[config.mk]
export PLATFORM = sky130hd
export DESIGN_NAME = npc_dist
export DESIGN_NICKNAME = d
export VERILOG_FILES = /design/src/rtl/npc_pkg.sv /design/src/rtl/npc_dist.sv
export SDC_FILE = /design/constraint.sdc
export NUM_CORES = 1
export LEC_CHECK = 0
export BUFFER_PORTS_ARGS = -buffer_cell sky130_fd_sc_hd__buf_2
export CAP_MARGIN = 20
export CORE_ASPECT_RATIO = 0.75
export CORE_MARGIN = 10
export CORE_UTILIZATION = 55
export DETAILED_ROUTE_END_ITERATION = 6
export GPL_TIMING_DRIVEN = 1
export PLACE_DENSITY = 0.74
export SYNTH_ARGS = -nofsm -noshare
export SYNTH_HDL_FRONTEND = slang
export SYNTH_SLANG_ARGS = --single-unit
[constraint.sdc]
create_clock -name clk -period 5.7 [get_ports clk]
set_clock_uncertainty 0.05 [all_clocks]
set_input_delay 0.57 -clock clk [delete_from_list [all_inputs] [get_ports clk]]
set_output_delay 0.57 -clock clk [all_outputs]
set_load 0.005 [all_outputs]
[src/rtl/npc_pkg.sv]
// Shared types and constants of the nearest palette color block.
`timescale 1ns / 1ps

package npc_pkg;

    // Default palette depth and channel width.
    localparam int DEFAULT_ENTRIES = 256;
    localparam int COLOR_W         = 8;
    localparam int INDEX_W         = 8;
    localparam int SQUARE_W        = 2 * COLOR_W;
    localparam int DIST_W          = SQUARE_W + 2;

    // Operation codes carried in the request beat.
    localparam logic OP_LOAD  = 1'b0;
    localparam logic OP_QUERY = 1'b1;

    // One palette color.
    typedef struct packed {
        logic [COLOR_W-1:0] red;
        logic [COLOR_W-1:0] green;
        logic [COLOR_W-1:0] blue;
    } color_t;

    // Control flags that travel with each entry fed to the distance unit.
    typedef struct packed {
        logic valid;
        logic first;
        logic last;
    } scan_ctl_t;

endpackage

[src/rtl/npc_dist.sv]
// Two-stage squared distance and running minimum unit at the head of the ring.
`timescale 1ns / 1ps

module npc_dist
    import npc_pkg::*;
#(
    parameter int PALETTE_ENTRIES = DEFAULT_ENTRIES,
    localparam int IdxW = $clog2(PALETTE_ENTRIES)
)
(
    input  logic            clk,
    input  logic            rst_n,
    input  color_t          query,
    input  color_t          entry,
    input  logic [IdxW-1:0] entry_idx,
    input  scan_ctl_t       ctl,
    output logic            done,
    output logic [IdxW-1:0] best_idx
);

    logic [SQUARE_W-1:0] sq_r_reg;
    logic [SQUARE_W-1:0] sq_g_reg;
    logic [SQUARE_W-1:0] sq_b_reg;
    logic [IdxW-1:0]     idx_reg;
    scan_ctl_t           ctl_reg;
    logic [DIST_W-1:0]   best_reg;
    logic [IdxW-1:0]     best_idx_reg;
    logic                done_reg;

    logic [COLOR_W-1:0]  diff_r;
    logic [COLOR_W-1:0]  diff_g;
    logic [COLOR_W-1:0]  diff_b;
    logic [DIST_W-1:0]   dist_next;

    // Absolute channel differences.
    always_comb
    begin
        diff_r = (entry.red >= query.red) ? entry.red - query.red : query.red - entry.red;
        diff_g = (entry.green >= query.green) ? entry.green - query.green
                                              : query.green - entry.green;
        diff_b = (entry.blue >= query.blue) ? entry.blue - query.blue
                                            : query.blue - entry.blue;
    end

    // Stage one: square each channel difference.
    always_ff @(posedge clk or negedge rst_n)
    begin
        if (!rst_n)
        begin
            ctl_reg <= '0;
        end
        else
        begin
            ctl_reg <= ctl;
        end
    end

    always_ff @(posedge clk)
    begin
        sq_r_reg <= SQUARE_W'(diff_r) * SQUARE_W'(diff_r);
        sq_g_reg <= SQUARE_W'(diff_g) * SQUARE_W'(diff_g);
        sq_b_reg <= SQUARE_W'(diff_b) * SQUARE_W'(diff_b);
        idx_reg  <= entry_idx;
    end

    // Stage two: sum the squares and keep the first strict minimum.
    assign dist_next = DIST_W'(sq_r_reg) + DIST_W'(sq_g_reg) + DIST_W'(sq_b_reg);

    always_ff @(posedge clk)
    begin
        if (ctl_reg.valid && (ctl_reg.first || (dist_next < best_reg)))
        begin
            best_reg     <= dist_next;
            best_idx_reg <= idx_reg;
        end
    end

    // Done rises once the last entry has been compared and drops at the
    // start of the next search.
    always_ff @(posedge clk or negedge rst_n)
    begin
        if (!rst_n)
        begin
            done_reg <= 1'b0;
        end
        else if (ctl_reg.valid && ctl_reg.last)
        begin
            done_reg <= 1'b1;
        end
        else if (ctl_reg.valid && ctl_reg.first)
        begin
            done_reg <= 1'b0;
        end
    end

    assign done     = done_reg;
    assign best_idx = best_idx_reg;

endmodule

==> results.py <==
metrics = {
    "critical_path": {
        "endpoint_kind": "flip-flop",
        "cp_num_cells": 25,
        "critical_path.slowest_cell": "sky130_fd_sc_hd__fa_1",
        "critical_path_peak_fanout": 4,
        "ff2ff_path_depth": 15,
        "crit_path_buf_inv_count": 8,
        "worst-r2r-setup-slack_ns": 1.15,
        "timing.critical_path.required_ns": 5.91,
        "most_frequent_cell_on_the_critical_path": "sky130_fd_sc_hd__fa_1",
        "path_class": "in2reg",
        "crit_path_max_incr_delay_ns": 0.55,
        "cp_data_arrival_time_ns": 6.18,
        "worst_setup_path_start_kind": "input port",
        "critical_path.top_delay_family": "adder cells",
    },
    "global_routing": {
        "wire_length_of_the_first_global_routing_pass_um": 41800,
        "grt_overflow_total": 0,
        "initial_antenna_violation_count": 0,
        "first_global_vias": 9184,
        "grt_max_degree": 17,
        "grt.total_usage_pct": 19.8,
    },
    "die": {
        "die_outline_width_um": 179,
        "floorplan.initialDensity_pct": 56.1,
        "die_h_um": 139,
        "fp-row-count": 43,
        "die-area_um2": 24900,
        "ios": 70,
        "floorplan.core_area_um2": 18600,
    },
    "route": {
        "detail_route.vias_per_cell": 5.22,
        "ant_nets": 0,
        "routed_wl_um": 26000,
        "drt-pass1-iter-count": 6,
        "drc": 0,
        "num_vias": 8835,
        "drtIter0Drc": 480,
        "routedWlPerCell_um": 15.4,
    },
    "yosys": {
        "synthesized_area_fraction_occupied_by_ao_oa_aoi_and_oai_cells_pct": 12.7,
        "syn-mean-instance-area_um2": 9.39,
        "synth-seq-area-share_pct": 18.6,
        "synth_cells": 1110,
        "netlist_area_pre_place_um2": 10400,
        "yosys_most_used_dff": "sky130_fd_sc_hd__dfxtp_1",
        "synth_fa_ha_area_share_pct": 38.6,
        "post_synth_mux_area_share_pct": 2.01,
        "yosys_warnings": 0,
        "synth_simple_gate_area_share_pct": 11.5,
        "async_s_r_ff_share_synth_pct": 4.82,
        "post_synth_cell_types": 73,
        "seq_cells_post_synth": 83,
        "synth_top_family_by_area": "adder cells",
        "synth_edf_count": 26,
        "synthXorXnorAreaFrac_pct": 7.20,
    },
    "finish": {
        "final_layout_size_suffix_gt1_share_pct": 37.5,
        "largest_register_ffs": 18,
        "final_nets": 1764,
        "finish.instance_area_um2": 14300,
        "multiInputGateArea_um2": 8380,
        "final_antenna_diode_count": 0,
        "area_growth_pct": 37.2,
        "n_fill_cell": 1216,
        "final-seq-area_um2": 1940,
    },
    "sta": {
        "hold_viol": 0,
        "setup_viol": 11,
        "final_critical_path_share_of_the_clock_period_pct": 105,
        "final_period_minus_worst_setup_slack_ns": 5.96,
        "max_slew_margin_pct": 66.2,
        "tightest_slew_ns": 0.503,
        "achievable-frequency_mhz": 168,
        "hold_slack_ns": 0.278,
        "final.setup.worst_slack_ns": -0.264,
        "unrepaired_setup_endpoints_after_global_routing": "true",
        "maxSlewViolCount": 0,
    },
    "flow_run": {
        "maxCapViolCount": 0,
    },
    "clock_tree": {
        "cts_tree": "built",
        "cts.sink_count": 83,
        "clock-root-buffer": "sky130_fd_sc_hd__clkbuf_16",
        "total_number_of_h_tree_levels": 3,
        "clk_pin_slew_ns": 0.07,
        "clk-insertion-delay-late_ns": 0.34,
        "clock_path_buffers": 2,
        "numCtsBuffers": 9,
    },
    "placement": {
        "numPortBuffers": 69,
        "post-dp-hpwl_um": 19900,
        "detailed_place.area_um2": 12900,
        "place_congestion": 0.931,
    },
    "hold_path": {
        "hold_path.class": "in2reg",
        "hold_path_depth": 1,
    },
    "outcome": {
        "run_status": "complete, but fails checks",
        "failed_checks": "setup timing",
    },
}
-- stage by stage --
step / instances / setup TNS, ns / util [%] / setup WS [ns]
final: 1692 / -1.73 / 77.0 / -0.264
after global routing: 1692 / -4.53 / 77.0 / -0.557
after CTS: 1667 / -0.720 / 74.0 / -0.182
after detailed placement: 1626 / -9.97 / 69.6 / -0.682
after global placement: 1626 / -7.73 / 69.6 / -0.585
after floorplan: 1111 / -0.530 / - / -0.280
-- layout make-up --
class / instances / share of cell area (%)
clock buffer: 10 / 1.75
clock inverter: 6 / 0.682
inverter: 235 / 6.36
multi-input combinational: 781 / 58.6
sequential: 83 / 13.6
tap: 247 / 2.16
timing repair buffer: 330 / 16.8
-- cell families after synthesis --
| family | after synthesis |
|---|---|
| buffers and inverters | 247 |
| multiplexers | 18 |
| flip-flops | 83 |
| AND/OR/NAND/NOR | 232 |
| other | 2 |
| adder cells (fa/ha/maj) | 263 |
| XOR/XNOR | 75 |
| AO/OA/AOI/OAI | 190 |
-- worst paths after layout --
| check | startpoint | end |
|---|---|---|
| hold reg to reg | idx_reg[4]$_DFF_P_ | best_idx[4]$_DFFE_PP_ |
| max in group asynchronous | rst_n | ctl_reg[0]$_DFF_PN0_ |
| hold / removal | entry_idx[6] | idx_reg[6]$_DFF_P_ |
| min in group asynchronous | rst_n | done$_DFFE_PN0P_ |
| setup reg to reg | sq_b_reg[3]$_DFF_P_ | best_reg[0]$_DFFE_PP_ |
| setup / recovery | entry[8] | sq_g_reg[13]$_DFF_P_ |
-- cell usage after synthesis, drive strengths merged, types with 3 or more instances --
| cell type | number | area, um^2 |
|---|---|---|
| inv | 235 | 882 |
| ha | 166 | 2080 |
| nor2 | 100 | 408 |
| fa | 97 | 1940 |
| a21oi | 61 | 305 |
| xnor2 | 54 | 518 |
| dfxtp | 53 | 1060 |
| a21o | 35 | 263 |
| nand2 | 27 | 101 |
| edfxtp | 26 | 781 |
| o21ai | 23 | 115 |
| xor2 | 21 | 233 |
| mux2i | 18 | 209 |
| nor3 | 18 | 95.1 |
| or2 | 18 | 113 |
| nor2b | 13 | 81.3 |
| nand2b | 11 | 68.8 |
| buf | 9 | 78.8 |
| o21bai | 9 | 67.6 |
| nand3 | 8 | 40.0 |
| o211ai | 8 | 60.1 |
| nand4 | 7 | 58.8 |
| or3 | 6 | 37.5 |
| or4 | 6 | 56.3 |
| a211o | 5 | 43.8 |
| a31oi | 5 | 31.3 |
| and3 | 5 | 31.3 |
| o2111ai | 5 | 61.3 |
| o21a | 5 | 37.5 |
| a2111o | 4 | 45.0 |
| a21boi | 4 | 30.0 |
| dfrtp | 4 | 100 |
| a221oi | 3 | 26.3 |
| a311oi | 3 | 26.3 |
| a31o | 3 | 26.3 |
| and4 | 3 | 26.3 |
| clkbuf | 3 | 12.5 |
| nand3b | 3 | 22.5 |
| o221ai | 3 | 38.8 |
-- metal layers --
metal	track usage [%]	wire, um
met5	0	0
met4	3.78	442
met3	2.75	1240
met2	32.3	12500
met1	27.4	11800
-- cell usage in the layout (no fill, tap or decap), drive strengths merged, types with 9 or more instances in the layout --
cell type    n
a21o        35
a21oi       61
buf        329
clkbuf      10
dfxtp       53
edfxtp      26
fa          97
ha         166
inv        239
mux2i       18
nand2       27
nand2b      11
nor2       100
nor2b       13
nor3        18
o21ai       23
o21bai       9
or2         18
xnor2       54
xor2        21
-- timing repair --
action | CTS | global route
buffers inserted | 25 | 26
pin swaps | 70 | 73
resized for setup | 57 | 85
endpoints found under the setup margin | 15 | 21
hold endpoints to repair | 4 | 0
hold buffers | 1 | 0
Power is not shown: default switching activity piles up to over one toggle a cycle in this logic, so the estimate is an artifact.
