`config.mk`:
```
export PLATFORM = sky130hd
export DESIGN_NAME = npc_cell
export DESIGN_NICKNAME = d
export VERILOG_FILES = /design/src/rtl/npc_pkg.sv /design/src/rtl/npc_cell.sv
export SDC_FILE = /design/constraint.sdc
export NUM_CORES = 1
export LEC_CHECK = 0
export BUFFER_PORTS_ARGS = -buffer_cell sky130_fd_sc_hd__clkbuf_2
export CAP_MARGIN = 20
export CORE_ASPECT_RATIO = 0.5
export CORE_MARGIN = 4
export CORE_UTILIZATION = 35
export CTS_CLUSTER_DIAMETER = 150
export CTS_CLUSTER_SIZE = 40
export DETAILED_ROUTE_END_ITERATION = 8
export PLACE_DENSITY = 0.69
export SLEW_MARGIN = 20
export SYNTH_ARGS = -nofsm -noshare
export SYNTH_HDL_FRONTEND = slang
export SYNTH_SLANG_ARGS = --single-unit
```
`constraint.sdc`:
```
create_clock -name clk -period 1.76 [get_ports clk]
set_input_delay 0.352 -clock clk [delete_from_list [all_inputs] [get_ports clk]]
set_output_delay 0.352 -clock clk [all_outputs]
set_load 0.1 [all_outputs]
```
`src/rtl/npc_pkg.sv`:
```
// Shared types and constants of the nearest palette color block.
`timescale 1ns / 1ps

package npc_pkg;

    // Default palette depth and channel width.
    localparam int DEFAULT_ENTRIES = 256;
    localparam int COLOR_W         = 8;
    localparam int INDEX_W         = 8;
    localparam int SQUARE_W        = 2 * COLOR_W;
    localparam int DIST_W          = SQUARE_W + 2;

    // Operation codes carried in the request beat.
    localparam logic OP_LOAD  = 1'b0;
    localparam logic OP_QUERY = 1'b1;

    // One palette color.
    typedef struct packed {
        logic [COLOR_W-1:0] red;
        logic [COLOR_W-1:0] green;
        logic [COLOR_W-1:0] blue;
    } color_t;

    // Control flags that travel with each entry fed to the distance unit.
    typedef struct packed {
        logic valid;
        logic first;
        logic last;
    } scan_ctl_t;

endpackage

```
`src/rtl/npc_cell.sv`:
```
// One palette cell of the rotating palette ring.
`timescale 1ns / 1ps

module npc_cell
    import npc_pkg::*;
(
    input  logic   clk,
    input  logic   shift_en,
    input  color_t shift_in,
    input  logic   load_en,
    input  color_t load_data,
    output color_t data
);

    color_t data_reg;

    // During a search the entry moves one place along the ring; a load
    // overwrites it while the ring stands still.
    always_ff @(posedge clk)
    begin
        if (shift_en)
        begin
            data_reg <= shift_in;
        end
        else if (load_en)
        begin
            data_reg <= load_data;
        end
    end

    assign data = data_reg;

endmodule

```
==> results of run 1 <==
-- layout make-up --
type | count | share of cell area (%)
clock buffer | 3 | 2.64
multi-input combinational | 25 | 22.2
sequential | 24 | 46.0
tap | 40 | 3.20
timing repair buffer | 77 | 25.9
-- synthesized netlist by cell type, drive strengths merged --
library cell   n  area (µm²)
mux2          24         342
edfxtp        24         721
or2            1        6.26
buf            3        51.3
-- layer usage --
layer	share of wire, %	wire length (µm)	vias up
met3	6.0	128	2
met5	0	0	-
met2	58	1240	23
li1	-	-	357
met4	1.3	27	0
met1	34	732	332
-- power groups by stage --
stage | registers [W] | logic (W) | clock network [W]
finish | 0.000717 | 0.000668 | 0.000297
global route | 0.000724 | 0.000689 | 0.000334
CTS | 0.000719 | 0.000675 | 0.000314
detailed placement | 0.000732 | 0.000674 | 0
global placement | 0.000729 | 0.000669 | 0
floorplan | 0.00119 | 0.0000972 | 0
-- worst min path at each step --
stage / from / to / slack [ns] / depth (start not counted)
CTS: load_data[2] / data[2] / 0.38 / 2
floorplan: shift_in[10] / data[10] / 0.57 / 1
finish: load_data[2] / data[2] / 0.39 / 2
detailed placement: load_data[2] / data[2] / 0.66 / 2
global route: load_data[11] / data[11] / 0.38 / 2
global placement: shift_in[9] / data[9] / 0.65 / 2
-- through the flow --
stage                     total power, W  instances  hold slack [ns]
after floorplan                  0.00129         52            0.569
after global placement           0.00140        166            0.654
after detailed placement         0.00141        166            0.656
after CTS                        0.00171        169            0.384
after global routing             0.00175        169            0.378
final                            0.00168        169            0.393
-- cell families (layout without fill, tap and decap cells) --
logic type    after synthesis  after routing
mux                        24             24
flops                      24             24
buf+inv                     3             80
simple gates                1              1
==> flow_metrics.tcl, run 1 <==
set metrics [dict create \
    cpMaxStageDelayCell "clkbuf_2" \
    die_area_um2 4220 \
    drive_gt1_share_pct 80.6 \
    yosysUniqueCellTypes 6 \
    worstSetupEndpoint "data[8]" \
    nNetsFinal 182 \
    clkPwrFrac_pct 17.6 \
    cts_hold_buf 0 \
    busiest_layer "met2" \
    antenna_cells 0 \
    gr-total-overflow 0 \
    cts.path.max_buffers 2 \
    use_met2_pct 20.8 \
    end_kind "output port" \
    synth_top_family_by_area "multiplexers" \
    die_w_um 88.0 \
    grt_max_degree 20 \
    cts_tree "done" \
    core_um2 3030 \
    seq_area_frac_synth_pct 64.4 \
    path_class "reg2out" \
    ys_warn_count 0 \
    crit_buf_inv 1 \
    seq_power_share_pct 42.6 \
    fin_ws_ns 0.359 \
    max_freq_ghz 0.714 \
    setup_violations 0 \
    p_int_w 0.000996 \
    post_cts_resized 0 \
    area_growth_pct 39.8 \
    fill_cells 264 \
    synth_compound_area_share_pct 0 \
    critPathMaxStageDelay_ns 0.46 \
    grt_use_total_pct 10.0 \
    fin_tns_setup_ns 0 \
    dpl_cell_area_um2 1520 \
    multi_input_area_um2 348 \
    status "finished clean" \
    dpl_worst_slack_ns 0.328 \
    arrival_ns 1.05 \
    crit_fanout 1 \
    grt_pass1_vias 712 \
    grt.met1_usage_pct 9.80 \
    fin_crit_sh_pct 79.6 \
    synth_fa_ha_area_share_pct 0 \
    first_pass_iters 2 \
    htree_levels 1 \
    syn_inst 52 \
    portBuffers 74 \
    drc_errors 0 \
    hold_class "in2reg" \
    powerDensity_nw_per_um2 1070 \
    startpoint_type "flop" \
    largest_reg_flops 24 \
    fin_crit_ns 1.40 \
    path_clk_slew_ns 0.07 \
    syn-num-nets 103 \
    syn_avg_cell_area_um2 21.5 \
    met3_usage_pct 3.09 \
    slew_violations 0 \
    critPathTopFamily "buffers and inverters" \
    syn_area_um2 1120 \
    fin_util_pct 51.7 \
    wl_per_cell_um 12.6 \
    worst_ep_required_time_ns 1.41 \
    maxSlewHeadroom_pct 63.2 \
    tightestPinTransition_ns 0.555 \
    drtIter0Drc 6 \
    cp.depth 1 \
    rsz0062_at_grt "no" \
    num_rows 14 \
    ant_nets 0 \
    startpoint "data[8]" \
    initial_utilization_pct 37.0 \
    ys_ff_latch 24 \
    synthMuxAreaShare_pct 30.5 \
    gp_congestion 0.664 \
    antenna_found_initial 0 \
    cts_buffers 3 \
    switching_share_pct 40.8 \
    combPwrFrac_pct 39.7 \
    vias_per_cell 4.22 \
    grt_pass1_wl_um 3100 \
    drv_cap 0 \
    synthSimpleGateAreaFrac_pct 0.559 \
    layout_commonest_cell "clkbuf_2" \
    drt-total-wl_um 2130 \
    die_h_um 48.0 \
    clock_sinks 24 \
    p_sw_w 0.000686 \
    path_cells "clkbuf_2" \
    num_vias 714 \
    synth-xor-area-share_pct 0 \
    finalHoldViolCount 0 \
    num_io_pins 75 \
    p_leak_nw 0.769 \
    cts-root-buf "clkbuf_8" \
    peakVddDrop_v 0.000616 \
    regArea_um2 721 \
    finalInstanceArea_um2 1570 \
    post-cts-setup-buffer-count 0 \
    layout_common_cells "clkbuf_2 (74), edfxtp_1 (24), mux2_4 (19), mux2_2 (5), clkbuf_8 (3)" \
]
Note: power is estimated with default switching activity, not from simulation.
==> run 2: changes to the inputs <==
--- a/config.mk
+++ b/config.mk
@@ -13,7 +13,7 @@
 export CTS_CLUSTER_DIAMETER = 150
 export CTS_CLUSTER_SIZE = 40
 export DETAILED_ROUTE_END_ITERATION = 8
-export PLACE_DENSITY = 0.69
+export PLACE_DENSITY = 0.72
 export SLEW_MARGIN = 20
 export SYNTH_ARGS = -nofsm -noshare
 export SYNTH_HDL_FRONTEND = slang
==> constraint.sdc (replaced) <==
create_clock -name clk -period 1.2 [get_ports clk]
set_input_delay 0.24 -clock clk [delete_from_list [all_inputs] [get_ports clk]]
set_output_delay 0.24 -clock clk [all_outputs]
set_load 0.1 [all_outputs]
==> run 2 against run 1 <==
First-iteration DRC count rose to 4.0 times the previous value. Power up 69%. Design area up 24%. Clock power up 56%. Worst hold slack worse by 0.12 ns. Clock-buffer cell count unchanged. Sequential cell count unchanged. Sequential share of layout area down 8.8 points. Utilization up 12 points. Critical path depth unchanged. Critical path type unchanged. Critical endpoint is now data[11]. Largest cell class is now non-clock buffers.
==> flow_metrics.tcl, run 2 (same netlist as run 1, synthesis figures left out) <==
set metrics [dict create \
    cts_hold_buf 0 \
    area_growth_pct 73.0 \
    critPathTopFamily "flip-flops" \
    post_cts_resized 0 \
    clkPwrFrac_pct 16.3 \
    switching_share_pct 38.2 \
    hold_class "in2reg" \
    path_cells "buf_12" \
    fin_crit_ns 1.12 \
    peakVddDrop_v 0.000835 \
    num_rows 14 \
    p_int_w 0.00176 \
    met2_wirelength_um 1510 \
    vias_per_cell 4.31 \
    num_vias 729 \
    p_sw_w 0.00108 \
    dp_hpwl_um 2050 \
    first_pass_iters 2 \
    die_area_um2 4220 \
    cts-root-buf "clkbuf_8" \
    slew_violations 0 \
    drive_gt1_share_pct 80.6 \
    rsz0062_at_grt "no" \
    cts_tree "done" \
    seq_power_share_pct 39.0 \
    tightestPinTransition_ns 0.325 \
    grt_use_total_pct 10.4 \
    drc_errors 0 \
    fin_crit_sh_pct 93.7 \
    end_kind "output port" \
    fin_util_pct 63.9 \
    num_io_pins 75 \
    combPwrFrac_pct 44.7 \
    htree_levels 1 \
    whs_ns 0.276 \
    grt_max_degree 25 \
    antenna_cells 0 \
    post-cts-setup-buffer-count 0 \
    crit_buf_inv 1 \
    cts_buffers 3 \
    layout_commonest_cell "clkbuf_2" \
    instances_no_fill 169 \
    critPathMaxStageDelay_ns 0.43 \
    p_leak_nw 0.899 \
    setup_violations 0 \
    core_um2 3030 \
    layout_common_cells "clkbuf_2 (50), buf_12 (26), edfxtp_1 (24), mux2_4 (19), mux2_2 (5)" \
    die_h_um 48.0 \
    clock_sinks 24 \
    cts.path.max_buffers 2 \
    finalInstanceArea_um2 1940 \
    initial_utilization_pct 37.0 \
    max_freq_ghz 0.890 \
    die_w_um 88.0 \
    worst_ep_required_time_ns 0.96 \
    grt_pass1_wl_um 3240 \
    fin_tns_setup_ns 0 \
    cpMaxStageDelayCell "edfxtp_1" \
    arrival_ns 0.88 \
    nNetsFinal 181 \
    path_class "reg2out" \
    place_inst 165 \
    wl_per_cell_um 13.9 \
    antenna_found_initial 0 \
    path_clk_slew_ns 0.08 \
    gr-total-overflow 0 \
    startpoint_type "flop" \
    ant_nets 0 \
    portBuffers 74 \
    wl_met3_um 85 \
    drtIter0Drc 24 \
    drv_cap 0 \
    crit_fanout 1 \
    status "finished clean" \
    grt_pass1_vias 701 \
    largest_reg_flops 24 \
    finalHoldViolCount 0 \
    powerDensity_nw_per_um2 1470 \
    met1_length_um 724 \
    dr.max_layer_used "met4" \
    gp_congestion 0.708 \
    dpl_cell_area_um2 1890 \
    drt-total-wl_um 2350 \
    maxSlewHeadroom_pct 78.4 \
]
[run 2: per-layer routing]
layer | vias to the layer above | track usage (%)
met3 | 5 | 2.75
met2 | 16 | 23.8
li1 | 356 | -
met1 | 352 | 9.39
met5 | - | 0
met4 | 0 | 2.75
[run 2: final timing paths]
| kind | cells past startpoint | endpoint | slack (ns) | startpoint |
|---|---|---|---|---|
| setup / recovery | 1 | data[11] | 0.08 | data[11] |
| hold / removal | 2 | data[20] | 0.28 | load_data[20] |
[run 2: final cells by class]
type | instances | area, µm²
sequential | 24 | 721
multi-input combinational | 25 | 350
fill | 219 | 1090
clock inverter | 1 | 3.75
timing repair buffer | 76 | 771
clock buffer | 3 | 41.3
tap | 40 | 50.0
[run 2: per-stage QoR]
| step | worst slack (ns) | power [W] |
|---|---|---|
| after floorplan | 0.0560 | 0.00189 |
| after global placement | 0.0670 | 0.00240 |
| after detailed placement | 0.0494 | 0.00241 |
| after CTS | 0.0692 | 0.00286 |
| after global routing | 0.0406 | 0.00293 |
| final | 0.0759 | 0.00284 |
[run 2: power by group through the flow]
stage	clock network, W	registers [W]	logic (W)
after floorplan	0	0.00174	0.000144
after global placement	0	0.00112	0.00127
after detailed placement	0	0.00113	0.00128
after CTS	0.000469	0.00111	0.00128
after global routing	0.000512	0.00112	0.00130
final	0.000464	0.00111	0.00127
